### config.mk
export PLATFORM = sky130hd
export DESIGN_NAME = display_serial_frame_parser_flat
export DESIGN_NICKNAME = d
export VERILOG_FILES = /design/src/rtl/dsfp_pkg.sv /design/src/rtl/dsfp_ifs.sv /design/src/rtl/display_serial_frame_parser.sv /design/src/rtl/dsfp_datapath.sv /design/src/rtl/dsfp_ctrl.sv /design/src/flat_wrapper.sv
export SDC_FILE = /design/constraint.sdc
export NUM_CORES = 2
export LEC_CHECK = 0
export BUFFER_PORTS_ARGS = -buffer_cell sky130_fd_sc_hd__buf_2
export CAP_MARGIN = 10
export CORE_AREA = 2 2 435 437
export CTS_CLUSTER_SIZE = 40
export DETAILED_ROUTE_END_ITERATION = 8
export DIE_AREA = 0 0 437 439
export HOLD_SLACK_MARGIN = 0.12
export PLACE_DENSITY = 0.68
export SLEW_MARGIN = 15
export SYNTH_ARGS = -nofsm -noshare
export SYNTH_HDL_FRONTEND = slang
export SYNTH_SLANG_ARGS = --single-unit
### constraint.sdc
create_clock -name clk_i -period 3.4 [get_ports clk_i]
set_input_delay 0.17 -clock clk_i [delete_from_list [all_inputs] [get_ports clk_i]]
set_output_delay 0.17 -clock clk_i [all_outputs]
set_load 0.01 [all_outputs]
### src/rtl/dsfp_pkg.sv
// ----------------------------------------------------------------------------
// dsfp_pkg
// Shared types and constants for the display serial frame parser.
// ----------------------------------------------------------------------------
`default_nettype none

package dsfp_pkg;

  localparam logic [7:0] StartA    = 8'h5A;
  localparam logic [7:0] StartB    = 8'hA5;
  localparam logic [7:0] HdrBytes  = 8'd3;
  localparam logic [7:0] ByteMax   = 8'hFF;
  localparam logic [7:0] RccReset  = 8'h83;
  localparam int unsigned MaskW    = 10;

  typedef enum logic [1:0] {
    PH_START_A = 2'd0,
    PH_START_B = 2'd1,
    PH_LEN     = 2'd2,
    PH_DATA    = 2'd3
  } parse_phase_e;

  typedef enum logic [1:0] {
    KIND_VALUE   = 2'd0,
    KIND_DROPPED = 2'd1,
    KIND_ADDED   = 2'd2,
    KIND_FULL    = 2'd3
  } kind_e;

  typedef enum logic [2:0] {
    RSN_NOT_READ = 3'd0,
    RSN_EMPTY    = 3'd1,
    RSN_SHORT    = 3'd2,
    RSN_MISMATCH = 3'd3,
    RSN_TOO_MANY = 3'd4
  } drop_reason_e;

  typedef enum logic [1:0] {
    CAP_NONE,
    CAP_CMD,
    CAP_ADDR_HI,
    CAP_ADDR_LO
  } cap_sel_e;

  typedef enum logic [3:0] {
    ST_IDLE,
    ST_H0,
    ST_H1,
    ST_H2,
    ST_H3,
    ST_CHECK,
    ST_VHI,
    ST_VLO,
    ST_EMIT
  } ctrl_state_e;

  typedef struct packed {
    logic     take_byte;
    logic     take_watch;
    logic     rd_en;
    cap_sel_e cap_sel;
    logic     words_init;
    logic     load_drop;
    logic     load_value;
  } dsfp_cmd_t;

  typedef struct packed {
    logic out_free;
    logic frame_end;
    logic drop;
    logic no_words;
    logic last_word;
  } dsfp_sts_t;

endpackage

`default_nettype wire

### src/rtl/dsfp_ifs.sv
// ----------------------------------------------------------------------------
// dsfp channel interfaces
// Valid/ready channels for input items and result items.
// ----------------------------------------------------------------------------
`default_nettype none

interface dsfp_in_if;
  logic        valid;
  logic        ready;
  logic        opcode;
  logic [7:0]  rx_byte;
  logic [15:0] watch_address;

  modport source (output valid, opcode, rx_byte, watch_address, input ready);
  modport sink   (input valid, opcode, rx_byte, watch_address, output ready);
endinterface

interface dsfp_out_if;
  logic        valid;
  logic        ready;
  logic [1:0]  kind;
  logic [2:0]  drop_reason;
  logic [15:0] var_address;
  logic [15:0] var_value;
  logic [9:0]  match_mask;
  logic        last_of_frame;

  modport source (output valid, kind, drop_reason, var_address, var_value, match_mask,
                  last_of_frame, input ready);
  modport sink   (input valid, kind, drop_reason, var_address, var_value, match_mask,
                  last_of_frame, output ready);
endinterface

`default_nettype wire

### src/rtl/display_serial_frame_parser.sv
// ----------------------------------------------------------------------------
// display_serial_frame_parser
// Serial frame parser with watch-table matching, valid/ready channels.
// ----------------------------------------------------------------------------
// A received byte or a watch append is taken whenever the result register
// is free or being emptied. When a byte closes a frame the block stops
// taking items and walks its frame buffer: states H0 to H3 read the
// command, address and count bytes, the header is checked, then each
// 16-bit value is read high byte first and emitted, waiting while the
// result channel holds ready low. A dropped frame gives one result.
`default_nettype none

module display_serial_frame_parser #(
  parameter int unsigned WATCH_ENTRIES = 10,
  parameter int unsigned FRAME_BYTES   = 255,
  parameter int unsigned MAX_WORDS     = 64
) (
  input  logic              clk_i,
  input  logic              rst_ni,
  input  logic              cfg_we_i,
  input  logic [7:0]        cfg_wdata_i,
  dsfp_in_if.sink           item_i,
  dsfp_out_if.source        result_o
);
  import dsfp_pkg::*;

  dsfp_cmd_t cmd;
  dsfp_sts_t sts;

  dsfp_ctrl u_ctrl (
    .clk_i       (clk_i),
    .rst_ni      (rst_ni),
    .in_valid_i  (item_i.valid),
    .in_opcode_i (item_i.opcode),
    .in_ready_o  (item_i.ready),
    .sts_i       (sts),
    .cmd_o       (cmd)
  );

  dsfp_datapath #(
    .WATCH_ENTRIES (WATCH_ENTRIES),
    .FRAME_BYTES   (FRAME_BYTES),
    .MAX_WORDS     (MAX_WORDS)
  ) u_datapath (
    .clk_i           (clk_i),
    .rst_ni          (rst_ni),
    .cfg_we_i        (cfg_we_i),
    .cfg_wdata_i     (cfg_wdata_i),
    .rx_byte_i       (item_i.rx_byte),
    .watch_address_i (item_i.watch_address),
    .cmd_i           (cmd),
    .sts_o           (sts),
    .out_ready_i     (result_o.ready),
    .out_valid_o     (result_o.valid),
    .kind_o          (result_o.kind),
    .drop_reason_o   (result_o.drop_reason),
    .var_address_o   (result_o.var_address),
    .var_value_o     (result_o.var_value),
    .match_mask_o    (result_o.match_mask),
    .last_of_frame_o (result_o.last_of_frame)
  );

endmodule

`default_nettype wire

### src/rtl/dsfp_datapath.sv
// ----------------------------------------------------------------------------
// dsfp_datapath
// Byte parser, frame buffer, watch table, header checks and result register.
// ----------------------------------------------------------------------------
`default_nettype none

module dsfp_datapath #(
  parameter int unsigned WATCH_ENTRIES = 10,
  parameter int unsigned FRAME_BYTES   = 255,
  parameter int unsigned MAX_WORDS     = 64
) (
  input  logic                            clk_i,
  input  logic                            rst_ni,
  input  logic                            cfg_we_i,
  input  logic [7:0]                      cfg_wdata_i,
  input  logic [7:0]                      rx_byte_i,
  input  logic [15:0]                     watch_address_i,
  input  dsfp_pkg::dsfp_cmd_t             cmd_i,
  output dsfp_pkg::dsfp_sts_t             sts_o,
  input  logic                            out_ready_i,
  output logic                            out_valid_o,
  output logic [1:0]                      kind_o,
  output logic [2:0]                      drop_reason_o,
  output logic [15:0]                     var_address_o,
  output logic [15:0]                     var_value_o,
  output logic [dsfp_pkg::MaskW-1:0]      match_mask_o,
  output logic                            last_of_frame_o
);
  import dsfp_pkg::*;

  localparam int unsigned AW = (FRAME_BYTES > 1) ? $clog2(FRAME_BYTES) : 1;
  localparam int unsigned IW = (WATCH_ENTRIES > 1) ? $clog2(WATCH_ENTRIES) : 1;
  localparam int unsigned CW = $clog2(WATCH_ENTRIES + 1);
  localparam logic [7:0] FrameBytesW = 8'(FRAME_BYTES);
  localparam logic [7:0] MaxWordsW   = 8'(MAX_WORDS);
  localparam logic [CW-1:0] WatchFull = CW'(WATCH_ENTRIES);

  // parser state
  parse_phase_e phase_q, phase_d;
  logic [7:0]   len_q, len_d;
  logic [7:0]   bc_q, bc_d;
  logic [7:0]   bc_inc;
  logic         frame_end;
  logic         mem_we;

  logic [7:0]   mem [FRAME_BYTES];
  logic [7:0]   rdata_q;
  logic [7:0]   ptr_q, ptr_d;

  logic [7:0]   rcc_q;
  logic [7:0]   hdr_cmd_q;
  logic [15:0]  start_q;
  logic [7:0]   val_hi_q;

  logic [7:0]   words_q, words_d;
  logic [15:0]  cur_addr_q, cur_addr_d;

  logic [15:0]  tbl_q [WATCH_ENTRIES];
  logic [CW-1:0] wc_q, wc_d;
  logic         tbl_full;
  logic         tbl_we;
  logic [WATCH_ENTRIES-1:0] hits;
  logic [MaskW-1:0] mask;

  logic         drop;
  drop_reason_e reason;
  logic [8:0]   cnt2;
  logic [8:0]   len_m1;

  logic         out_valid_q, out_valid_d;
  kind_e        kind_q;
  drop_reason_e reason_q;
  logic [15:0]  addr_q;
  logic [15:0]  value_q;
  logic [MaskW-1:0] mask_q;
  logic         last_q;
  logic         out_free;

  // byte parser
  always_comb begin
    phase_d = phase_q;
    len_d   = len_q;
    bc_d    = bc_q;
    mem_we  = 1'b0;
    bc_inc  = (bc_q != ByteMax) ? bc_q + 8'd1 : bc_q;
    frame_end = (phase_q == PH_DATA) && (bc_inc >= len_q);
    if (cmd_i.take_byte) begin
      unique case (phase_q)
        PH_START_A: begin
          if (rx_byte_i == StartA) phase_d = PH_START_B;
        end
        PH_START_B: begin
          phase_d = (rx_byte_i == StartB) ? PH_LEN : PH_START_A;
        end
        PH_LEN: begin
          len_d   = rx_byte_i;
          bc_d    = 8'd0;
          phase_d = PH_DATA;
        end
        PH_DATA: begin
          mem_we = (bc_q < FrameBytesW);
          bc_d   = bc_inc;
          if (frame_end) phase_d = PH_START_A;
        end
        default: phase_d = PH_START_A;
      endcase
    end
  end

  always_comb begin
    ptr_d = ptr_q;
    if (cmd_i.take_byte) ptr_d = 8'd0;
    else if (cmd_i.rd_en) ptr_d = ptr_q + 8'd1;
  end

  // watch table
  always_comb begin
    tbl_full = (wc_q >= WatchFull);
    tbl_we   = cmd_i.take_watch && !tbl_full;
    wc_d     = tbl_we ? wc_q + CW'(1) : wc_q;
  end

  always_comb begin
    for (int j = 0; j < int'(WATCH_ENTRIES); j++) begin
      hits[j] = (j < int'(wc_q)) && (tbl_q[j] == cur_addr_q);
    end
  end

  // entries past the mask width never show
  if (WATCH_ENTRIES >= MaskW) begin : g_mask_trunc
    assign mask = hits[MaskW-1:0];
  end else begin : g_mask_ext
    assign mask = MaskW'(hits);
  end

  // header checks; the count byte is still in the read register here
  always_comb begin
    cnt2   = {rdata_q, 1'b0};
    len_m1 = 9'(len_q) - 9'd1;
    drop   = 1'b1;
    reason = RSN_NOT_READ;
    if (len_q == 8'd0) begin
      reason = RSN_EMPTY;
    end else if (hdr_cmd_q != rcc_q) begin
      reason = RSN_NOT_READ;
    end else if (len_m1 < 9'(HdrBytes)) begin
      reason = RSN_SHORT;
    end else if (cnt2 != len_m1 - 9'(HdrBytes)) begin
      reason = RSN_MISMATCH;
    end else if ((rdata_q > MaxWordsW) || (len_q > FrameBytesW)) begin
      reason = RSN_TOO_MANY;
    end else begin
      drop = 1'b0;
    end
  end

  always_comb begin
    words_d    = words_q;
    cur_addr_d = cur_addr_q;
    if (cmd_i.words_init) begin
      words_d    = rdata_q;
      cur_addr_d = start_q;
    end else if (cmd_i.load_value) begin
      words_d    = words_q - 8'd1;
      cur_addr_d = cur_addr_q + 16'd1;
    end
  end

  assign out_free = !out_valid_q || out_ready_i;

  always_comb begin
    out_valid_d = out_valid_q;
    if (cmd_i.take_watch || cmd_i.load_drop || cmd_i.load_value) out_valid_d = 1'b1;
    else if (out_ready_i) out_valid_d = 1'b0;
  end

  always_ff @(posedge clk_i or negedge rst_ni) begin
    if (!rst_ni) begin
      phase_q     <= PH_START_A;
      len_q       <= 8'd0;
      bc_q        <= 8'd0;
      ptr_q       <= 8'd0;
      wc_q        <= '0;
      rcc_q       <= RccReset;
      words_q     <= 8'd0;
      cur_addr_q  <= 16'd0;
      out_valid_q <= 1'b0;
    end else begin
      phase_q     <= phase_d;
      len_q       <= len_d;
      bc_q        <= bc_d;
      ptr_q       <= ptr_d;
      wc_q        <= wc_d;
      words_q     <= words_d;
      cur_addr_q  <= cur_addr_d;
      out_valid_q <= out_valid_d;
      if (cfg_we_i) rcc_q <= cfg_wdata_i;
    end
  end

  // frame buffer, single write and single registered read
  always_ff @(posedge clk_i) begin
    if (mem_we) mem[bc_q[AW-1:0]] <= rx_byte_i;
  end

  always_ff @(posedge clk_i) begin
    if (cmd_i.rd_en) rdata_q <= mem[ptr_q[AW-1:0]];
  end

  always_ff @(posedge clk_i) begin
    if (tbl_we) tbl_q[wc_q[IW-1:0]] <= watch_address_i;
  end

  always_ff @(posedge clk_i) begin
    case (cmd_i.cap_sel)
      CAP_CMD:     hdr_cmd_q     <= rdata_q;
      CAP_ADDR_HI: start_q[15:8] <= rdata_q;
      CAP_ADDR_LO: start_q[7:0]  <= rdata_q;
      default:     ;
    endcase
    // high value byte arrives while the low byte read is issued
    if (cmd_i.rd_en && cmd_i.cap_sel == CAP_NONE) val_hi_q <= rdata_q;
  end

  always_ff @(posedge clk_i) begin
    if (cmd_i.take_watch) begin
      kind_q   <= tbl_full ? KIND_FULL : KIND_ADDED;
      reason_q <= RSN_NOT_READ;
      addr_q   <= watch_address_i;
      value_q  <= 16'd0;
      mask_q   <= '0;
      last_q   <= 1'b0;
    end else if (cmd_i.load_drop) begin
      kind_q   <= KIND_DROPPED;
      reason_q <= reason;
      addr_q   <= 16'd0;
      value_q  <= 16'd0;
      mask_q   <= '0;
      last_q   <= 1'b0;
    end else if (cmd_i.load_value) begin
      kind_q   <= KIND_VALUE;
      reason_q <= RSN_NOT_READ;
      addr_q   <= cur_addr_q;
      value_q  <= {val_hi_q, rdata_q};
      mask_q   <= mask;
      last_q   <= (words_q == 8'd1);
    end
  end

  assign sts_o = '{
    out_free:  out_free,
    frame_end: frame_end,
    drop:      drop,
    no_words:  (rdata_q == 8'd0),
    last_word: (words_q == 8'd1)
  };

  assign out_valid_o     = out_valid_q;
  assign kind_o          = kind_q;
  assign drop_reason_o   = reason_q;
  assign var_address_o   = addr_q;
  assign var_value_o     = value_q;
  assign match_mask_o    = mask_q;
  assign last_of_frame_o = last_q;

  a_watch_bound : assert property (@(posedge clk_i) disable iff (!rst_ni)
    wc_q <= WatchFull)
    else $error("watch count past table size");

  a_no_overwrite : assert property (@(posedge clk_i) disable iff (!rst_ni)
    (cmd_i.take_watch || cmd_i.load_drop || cmd_i.load_value) |-> out_free)
    else $error("result loaded over a pending beat");

  a_value_in_frame : assert property (@(posedge clk_i) disable iff (!rst_ni)
    cmd_i.load_value |-> (words_q != 8'd0))
    else $error("value emitted past the word count");

endmodule

`default_nettype wire

### src/rtl/dsfp_ctrl.sv
// ----------------------------------------------------------------------------
// dsfp_ctrl
// Sequencer: accepts items, then walks the frame buffer at frame end.
// ----------------------------------------------------------------------------
`default_nettype none

module dsfp_ctrl (
  input  logic                clk_i,
  input  logic                rst_ni,
  input  logic                in_valid_i,
  input  logic                in_opcode_i,
  output logic                in_ready_o,
  input  dsfp_pkg::dsfp_sts_t sts_i,
  output dsfp_pkg::dsfp_cmd_t cmd_o
);
  import dsfp_pkg::*;

  ctrl_state_e state_q, state_d;
  logic        in_ready;
  logic        take_byte;

  assign in_ready  = (state_q == ST_IDLE) && sts_i.out_free;
  assign take_byte = in_valid_i && in_ready && !in_opcode_i;

  always_comb begin
    state_d = state_q;
    unique case (state_q)
      ST_IDLE:  if (take_byte && sts_i.frame_end) state_d = ST_H0;
      ST_H0:    state_d = ST_H1;
      ST_H1:    state_d = ST_H2;
      ST_H2:    state_d = ST_H3;
      ST_H3:    state_d = ST_CHECK;
      ST_CHECK: begin
        if (sts_i.drop) begin
          if (sts_i.out_free) state_d = ST_IDLE;
        end else begin
          state_d = sts_i.no_words ? ST_IDLE : ST_VHI;
        end
      end
      ST_VHI:   state_d = ST_VLO;
      ST_VLO:   state_d = ST_EMIT;
      ST_EMIT: begin
        if (sts_i.out_free) state_d = sts_i.last_word ? ST_IDLE : ST_VHI;
      end
      default:  state_d = ST_IDLE;
    endcase
  end

  always_comb begin
    cmd_o            = '0;
    cmd_o.cap_sel    = CAP_NONE;
    cmd_o.take_byte  = take_byte;
    cmd_o.take_watch = in_valid_i && in_ready && in_opcode_i;
    unique case (state_q)
      ST_IDLE:  ;
      ST_H0:    cmd_o.rd_en = 1'b1;
      ST_H1: begin
        cmd_o.rd_en   = 1'b1;
        cmd_o.cap_sel = CAP_CMD;
      end
      ST_H2: begin
        cmd_o.rd_en   = 1'b1;
        cmd_o.cap_sel = CAP_ADDR_HI;
      end
      ST_H3: begin
        cmd_o.rd_en   = 1'b1;
        cmd_o.cap_sel = CAP_ADDR_LO;
      end
      ST_CHECK: begin
        cmd_o.load_drop  = sts_i.drop && sts_i.out_free;
        cmd_o.words_init = !sts_i.drop;
      end
      ST_VHI:   cmd_o.rd_en = 1'b1;
      ST_VLO:   cmd_o.rd_en = 1'b1;
      ST_EMIT:  cmd_o.load_value = sts_i.out_free;
      default:  ;
    endcase
  end

  always_ff @(posedge clk_i or negedge rst_ni) begin
    if (!rst_ni) begin
      state_q <= ST_IDLE;
    end else begin
      state_q <= state_d;
    end
  end

  assign in_ready_o = in_ready;

  a_frame_start : assert property (@(posedge clk_i) disable iff (!rst_ni)
    (take_byte && sts_i.frame_end) |=> (state_q == ST_H0))
    else $error("frame end did not start the header walk");

  a_last_value : assert property (@(posedge clk_i) disable iff (!rst_ni)
    (state_q == ST_EMIT && sts_i.out_free && sts_i.last_word) |=> (state_q == ST_IDLE))
    else $error("sequencer did not return after the last value");

endmodule

`default_nettype wire
### src/flat_wrapper.sv
// flat-port wrapper written by rule: the top's interface ports become plain ports
module display_serial_frame_parser_flat import dsfp_pkg::*;
#(
  parameter int unsigned WATCH_ENTRIES = 10,
  parameter int unsigned FRAME_BYTES   = 255,
  parameter int unsigned MAX_WORDS     = 64
)
  (clk_i, rst_ni, cfg_we_i, cfg_wdata_i, item_i_valid, item_i_opcode, item_i_rx_byte, item_i_watch_address, item_i_ready, result_o_valid, result_o_kind, result_o_drop_reason, result_o_var_address, result_o_var_value, result_o_match_mask, result_o_last_of_frame, result_o_ready);
  dsfp_in_if item_i_i ();
  dsfp_out_if result_o_i ();
  input  logic clk_i;
  input  logic rst_ni;
  input  logic cfg_we_i;
  input  logic [7:0] cfg_wdata_i;
  input wire logic [$bits(item_i_i.valid)-1:0] item_i_valid;
  input wire logic [$bits(item_i_i.opcode)-1:0] item_i_opcode;
  input wire logic [$bits(item_i_i.rx_byte)-1:0] item_i_rx_byte;
  input wire logic [$bits(item_i_i.watch_address)-1:0] item_i_watch_address;
  output wire logic [$bits(item_i_i.ready)-1:0] item_i_ready;
  output wire logic [$bits(result_o_i.valid)-1:0] result_o_valid;
  output wire logic [$bits(result_o_i.kind)-1:0] result_o_kind;
  output wire logic [$bits(result_o_i.drop_reason)-1:0] result_o_drop_reason;
  output wire logic [$bits(result_o_i.var_address)-1:0] result_o_var_address;
  output wire logic [$bits(result_o_i.var_value)-1:0] result_o_var_value;
  output wire logic [$bits(result_o_i.match_mask)-1:0] result_o_match_mask;
  output wire logic [$bits(result_o_i.last_of_frame)-1:0] result_o_last_of_frame;
  input wire logic [$bits(result_o_i.ready)-1:0] result_o_ready;
  assign item_i_i.valid = item_i_valid;
  assign item_i_i.opcode = item_i_opcode;
  assign item_i_i.rx_byte = item_i_rx_byte;
  assign item_i_i.watch_address = item_i_watch_address;
  assign item_i_ready = item_i_i.ready;
  assign result_o_valid = result_o_i.valid;
  assign result_o_kind = result_o_i.kind;
  assign result_o_drop_reason = result_o_i.drop_reason;
  assign result_o_var_address = result_o_i.var_address;
  assign result_o_var_value = result_o_i.var_value;
  assign result_o_match_mask = result_o_i.match_mask;
  assign result_o_last_of_frame = result_o_i.last_of_frame;
  assign result_o_i.ready = result_o_ready;
  display_serial_frame_parser #(.WATCH_ENTRIES(WATCH_ENTRIES), .FRAME_BYTES(FRAME_BYTES), .MAX_WORDS(MAX_WORDS)) u_core (.clk_i(clk_i), .rst_ni(rst_ni), .cfg_we_i(cfg_we_i), .cfg_wdata_i(cfg_wdata_i), .item_i(item_i_i), .result_o(result_o_i));
endmodule
Yosys cells after proc, flatten, opt, wreduce, memory -nomap -nowiden --
Memories as Yosys holds them, arrays and structs flattened. A register that Yosys moved wholly into a read port is not among the register bits. Index checks and enable logic that the tools add are counted.
Word-level totals: register bits after elaboration 147, latch bits 0, memory bits (writable) 2200, memory bits (read-only) 0, output and inout port bits 50, word-level logic and storage cells 174, memories 2
Cells by class: add/subtract/negate cells 7, multipliers 0, div/mod/pow operators 0, $lt $le $gt $ge 16, equality and inequality tests 35, shift operators 0, multiplexer cells 50, bitwise logic cells 0, reduce and logical (&&, ||, !) cells 44
Memory list:
- u_core.u_datapath.mem | words 255, bits a word 8, rd ports 1, clocked after Yosys merged registers in 1, wr ports 1, RTL line dsfp_datapath.sv:46 | logic [7:0] mem [FRAME_BYTES];
- u_core.u_datapath.tbl_q | words 10, bits a word 16, rd ports 10, clocked after Yosys merged registers in 0, wr ports 1, RTL line dsfp_datapath.sv:58 | logic [15:0] tbl_q [WATCH_ENTRIES];
Operators with widths (number):
- $eq 16x16->1 | 10
- $mux 16 | 5
- $mux 8 | 5
- $pmux 4 s9 | 1
- $mux 3 | 9
- $logic_and 1x1->1 | 19
- $add 16x1->16 const B | 1
- $add 8x1->8 const B | 2
- $eq 4x3->1 const B | 4
- $logic_not 8->1 | 2
- $lt 3x4->1 const A | 4
- $mux 1 | 16
- $mux 4 | 4
- $pmux 8 s2 | 1
- $mux 2 | 7
- $reduce_bool 2->1 | 5
- $lt 9x2->1 const B | 1
- $ne 9x9->1 | 1
- $sub 8x1->9 const B | 1
- $sub 9x2->9 const B | 1
- $eq 2x2->1 const B | 4
- $eq 4x2->1 const B | 2
- $eq 8x1->1 const B | 1
- $eq 8x7->1 const B | 1
- 30 further kinds | 45

Depth between registers and ports, before layout --
depth in word-level cells 12, mapped depth 15

Modules after synthesis --
A second synthesis with hierarchy kept.
Unflattened totals: cell total of the unflattened synthesis 4518, area, all modules 93119.3 sq um
By module, submodules not included:
- dsfp_datapath | instances 1, cells an instance 4472, area an instance 92700.2 sq um, seq. area each 69985.9 sq um
- dsfp_ctrl | instances 1, cells an instance 46, area an instance 419.2 sq um, seq. area each 100.1 sq um

Least setup slack after synthesis --
Ideal clock, no wire load.
path type reg2reg, start point register u_core.u_ctrl.state_q[1], end point memory u_core.u_datapath.tbl_q[8][0], enable pin, arrival time 3.143 ns, required time 2.970 ns, setup slack -0.174 ns, stages on the path, launching flop included 7, path buffers 1, period minus slack after synthesis 3.574 ns, cells stage by stage dfrtp_1 clkbuf_1 nor2_1 nand2_1 nor3_1 nand3_1 nor4_1
On the way: cells in the longest elaborated chain, start to end 7
Ends and longest elaborated chain:
- start, declared | RTL line dsfp_ctrl.sv:18 | ctrl_state_e state_q, state_d;
- start signal, assigned | RTL line dsfp_ctrl.sv:84 | state_q <= state_d;
- $logic_not 4->1 | RTL line dsfp_ctrl.sv:22 | assign in_ready = (state_q == ST_IDLE) && sts_i.out_free;
- $logic_and 1x1->1 | RTL line dsfp_ctrl.sv:22
- net item_i_ready | RTL line flat_wrapper.sv:19 | output wire logic [$bits(item_i_i.ready)-1:0] item_i_ready;
- $logic_and 1x1->1 (2 in a row) | RTL line dsfp_ctrl.sv:53 | cmd_o.take_watch = in_valid_i && in_ready && in_opcode_i;
- $logic_and 1x1->1 | RTL line dsfp_datapath.sv:119 | tbl_we = cmd_i.take_watch && !tbl_full;
- $mux 1 | RTL line dsfp_datapath.sv:211 | if (tbl_we) tbl_q[wc_q[IW-1:0]] <= watch_address_i;
- $mux 1 (not written as such) | RTL line dsfp_datapath.sv:211
- end, declared | RTL line dsfp_datapath.sv:58
The timed path passes the listed nets, and every way through them passes these cells.

==> results list <==
- Status: completed
- Number of standard cells after synthesis: 4538
* Transition time at the pin with the least slew margin: 1080 ps
- Using the TritonRoute via totals, the vias-per-cell ratio works out to 6.10.
- Proportion of netlist area held by the largest area contributor: 72.8%
- The first global-routing pass estimated 338000 um of wire.
* Overall die height: 439 um
* Top area cells in the synthesized netlist: sky130_fd_sc_hd__edfxtp_1 73%, sky130_fd_sc_hd__mux4_2 15%, sky130_fd_sc_hd__dfrtp_1 1.7%, sky130_fd_sc_hd__nor2_1 1.3%, sky130_fd_sc_hd__xnor2_1 0.98%
- Final setup violation count: 0
- At the end of routability-driven placement, the weighted congestion stood at 0.861.
* Clock slew at reported path FFs: 60 ps
* Core box area: 187000 sq um
- For this run, the post-layout net count is 5284.
- The setup check on the worst reg-to-reg path leaves a slack of 5 ps.
* Starting density of the core: 49.8%
- Number of pins exceeding their max-slew limit in the final report: 0
* Final ANT Viol Nets: 0
* Worst endpoint data arrival time: 3990 ps
* Power per unit of standard cell area: 528 nW/um^2
- In the finished design, the share of the clock period the worst path needs comes to 99.8%.
- Min-Delay Endpoint: u_core.u_datapath.rcc_q[7]$_DFFE_PN1P_
- Family with the most delay on the worst path: multiplexers
- STA classifies the critical path startpoint as a flip-flop.
- In the global route stage, overall resource usage came out at 24.2%.
* Crit path cell chain: buf_12 > buf_12 > buf_4 > mux4_2 > mux4_2 > a22o_1 > a221o_1 > a22oi_2 > buf_4 > o221ai_1
* Maximum count of clock buffers along a single path: 3
* Post-Place Setup Slack: -328 ps
* Total congestion overflow after global routing: 0
- For the final database, setup skew stands at 45.8 ps.
* Number of standard-cell rows in the floorplan: 159
- Sink count of the clock tree: 2355
- The startpoint identified for the worst hold timing path is cfg_we_i.
* Placed Cells: 7411
- After routing, the total negative slack on setup checks comes to 0 ps.
- CTS tree: yes
- The die covers 192000 sq um.
- Number of cells in the finished layout apart from fillers: 7918
- Largest area contributor in the netlist: sky130_fd_sc_hd__edfxtp_1
* Slowest cell delay on critical path: 510 ps
* Count of endpoints failing hold in the final timing report: 0
- Required time reported for the critical path endpoint: 4000 ps
- In this run the critical register-to-register path is launched from u_core.u_datapath.ptr_q[0]$_DFFE_PN0P_.
- Top-count cell post-synth: sky130_fd_sc_hd__edfxtp_1
* FF+latch count, synth: 2355
- For this run, the register share of the synthesized area comes to 75.3%.
* Total via count after detailed routing: 48300
- The largest individual stage delay along the critical path comes from the cell sky130_fd_sc_hd__mux4_2.
- Across the VDD grid, the largest voltage drop is 0.000441 V.
- The count of buffers added on input and output ports is 87.
* Mapped Area: 93100 sq um
* Ports placed on the boundary: 88
* Die W: 437 um
- The first routing iteration left 6037 violations.
- Root buffer selected by CTS: sky130_fd_sc_hd__clkbuf_16
- Post-route setup slack: 5.27 ps
- In this run, synthesis inferred 2258 flip-flops with an integrated enable.
- Average wire per cell in the routed design: 29.3 um
- Leakage component of the power: 34.5 nW
- For this run, the leading register cell type out of synthesis is sky130_fd_sc_hd__edfxtp_1.
- Drc violations: 0
- DP HPWL: 144000 um
- Entering global routing, the biggest net connects 135 pins.
* Number of distinct library cells after synthesis: 83
- RSZ-0062 raised after global routing: yes
- Counting cells, the worst reg-to-reg path comes to 10.
* Clk Latency, worst-skew pair: 890 ps
- Along the worst hold path, the cell count comes to 3.
* Asr flop ratio synth: 2.85%
- For this run, the number of Yosys warnings is 0.
* Initial antenna violation count: 2
- After synthesis, the mean cell area works out to 20.5 sq um.
- In this run the cell area measured after placement is 101000 sq um.
- With fillers left out, the area of the finished cells amounts to 109000 sq um.
- The commonest cells after synthesis are 2258 x sky130_fd_sc_hd__edfxtp_1, 623 x sky130_fd_sc_hd__mux4_2, 334 x sky130_fd_sc_hd__nor2_1.
- The H-tree generated during clock tree synthesis spans 4 levels.
- Max-cap violations in this run came to 0.
- The min-delay analysis places its worst path in the category in -> reg.
- Met1 usage: 34.1%
* Total routed wirelength: 232000 um
- Number of nets in the synthesized netlist: 4598
* Shortest clock period the worst path allows after layout: 3390 ps
* Ratio of cells with drive above 1 in the final layout: 31.5%
* Worst slew margin relative to its limit: 27.9%
- Layer carrying the most global-route usage: met2
* Largest fanout on the critical path: 8
* Start-to-end type of the worst setup path: reg -> reg
- Highest clock frequency the design can meet: 295 MHz
* Total clock buffers created by CTS: 227
- Global routing met3 resource utilization: 4.28%
- Global routing consumed, on the met2 layer, 38.7% of the routing resources.
* Number of global-route vias before repair: 48200
* Critical path buffer and inverter count: 4
- Before antenna repair, the detailed router went through 5 iterations.
- From synthesis to final layout, the design area changed by 17.1%.
* Destination of the worst register-to-register timing path: u_core.u_datapath.rdata_q[3]$_DFFE_PP_
* Crit path capture type: flip-flop
## how the worst max path moves through the flow
| stage | startpoint | end | slack (ps) | depth (start not counted) |
|---|---|---|---|---|
| 2_1_floorplan | u_core.u_ctrl.state_q[1]$_DFFE_PN0P_ | u_core.u_datapath.tbl_q[8][0]$_DFFE_PP_ | -170 | 6 |
| 3_3_place_gp | u_core.u_datapath.ptr_q[0]$_DFFE_PN0P_ | u_core.u_datapath.rdata_q[2]$_DFFE_PP_ | -340 | 9 |
| 3_5_place_dp | u_core.u_datapath.ptr_q[0]$_DFFE_PN0P_ | u_core.u_datapath.rdata_q[2]$_DFFE_PP_ | -330 | 9 |
| 4_1_cts | u_core.u_datapath.ptr_q[0]$_DFFE_PN0P_ | u_core.u_datapath.rdata_q[0]$_DFFE_PP_ | -6 | 8 |
| 5_1_grt | u_core.u_datapath.ptr_q[0]$_DFFE_PN0P_ | u_core.u_datapath.rdata_q[3]$_DFFE_PP_ | -20 | 10 |
| 6_report | u_core.u_datapath.ptr_q[0]$_DFFE_PN0P_ | u_core.u_datapath.rdata_q[3]$_DFFE_PP_ | 5 | 10 |
## area by class of cell
class,count,area [sq um]
tap,2495,3120
sequential,2355,70100
timing repair buffer,730,6560
multi-input combinational,1882,21800
antenna,2,5.00
inverter,28,105
fill,13500,78000
clock buffer,280,5960
clock inverter,146,1390
## cells in the final DEF (no fill, tap or decap), types with 30 or more instances in the layout
master                          instances
sky130_fd_sc_hd__dlygate4sd3_1         54
sky130_fd_sc_hd__buf_4                509
sky130_fd_sc_hd__o21ai_0               52
sky130_fd_sc_hd__xnor2_1              104
sky130_fd_sc_hd__nand4_1               43
sky130_fd_sc_hd__nor2_1               331
sky130_fd_sc_hd__clkinv_1              49
sky130_fd_sc_hd__a21oi_1               79
sky130_fd_sc_hd__mux4_2               623
sky130_fd_sc_hd__clkbuf_16            231
sky130_fd_sc_hd__dfrtp_1               60
sky130_fd_sc_hd__edfxtp_1            2258
sky130_fd_sc_hd__buf_12                59
sky130_fd_sc_hd__buf_2                 78
sky130_fd_sc_hd__nor3_1                31
sky130_fd_sc_hd__clkbuf_1              47
sky130_fd_sc_hd__xor2_1               104
sky130_fd_sc_hd__dfxtp_1               30
sky130_fd_sc_hd__nand2_1              135
sky130_fd_sc_hd__nand3_1               48
sky130_fd_sc_hd__clkinv_2              54
## sequential cells by signal (all words and copies together) (netlist names), 10 cells and up, named ones only
name,flops
u_core.u_datapath.mem,2040
u_core.u_datapath.tbl_q,160
u_core.u_datapath.cur_addr_q,16
u_core.u_datapath.start_q,16
u_core.u_datapath.var_address_o,16
u_core.u_datapath.var_value_o,16
u_core.u_datapath.match_mask_o,10
## per-layer routing
metal | vias to the layer above | share of wire (%)
li1 | 20000 | -
met1 | 25600 | 40
met2 | 2406 | 49
met3 | 394 | 8.2
met4 | 6 | 3.2
met5 | - | 0.012
## timing repair
item,4_1_cts,5_1_grt
gates cloned,5,2
hold endpoints to repair,961,0
endpoints found under the setup margin,6,424
setup buffers,10,7
hold buffers,55,0
pin swaps,2,0
gates resized for setup,14,31
## report_power, final
group | switching (mW) | internal [mW] | total [mW]
clock | 10.9 | 13.8 | 24.7
sequential | 0.116 | 31.9 | 32.0
combinational | 0.717 | 0.239 | 0.956
total | 11.7 | 45.9 | 57.6
## per-stage QoR
stage	utilization, %	hold WS [ps]	power [mW]
floorplan	-	-126	32.8
global placement	53.8	224	33.4
detailed placement	53.8	239	33.5
CTS	58.2	186	57.9
global route	58.3	262	59.1
finish	58.3	268	57.6
## cells by family (layout without fill, tap and decap cells)
| group | after synthesis | in the layout | synth area share, % |
|---|---|---|---|
| AO/OA/AOI/OAI | 268 | 268 | 1.91 |
| XOR/XNOR | 208 | 208 | 1.96 |
| adder cells (fa/ha/maj) | 22 | 22 | 0.296 |
| buffers and inverters | 301 | 1184 | 1.50 |
| flip-flops | 2355 | 2355 | 75.3 |
| multiplexers | 665 | 665 | 15.5 |
| other | 0 | 2 | 0 |
| AND/OR/NAND/NOR | 719 | 719 | 3.51 |
## worst register-to-register path, stage by stage, from the launching register on
cell and delay (ps):
sky130_fd_sc_hd__dfrtp_4 420, sky130_fd_sc_hd__buf_12 180, sky130_fd_sc_hd__buf_12 180, sky130_fd_sc_hd__buf_4 180
sky130_fd_sc_hd__mux4_2 500, sky130_fd_sc_hd__mux4_2 510, sky130_fd_sc_hd__a22o_1 220, sky130_fd_sc_hd__a221o_1 370
sky130_fd_sc_hd__a22oi_2 330, sky130_fd_sc_hd__buf_4 180, sky130_fd_sc_hd__o221ai_1 90
(Power assumes the default switching activity.)
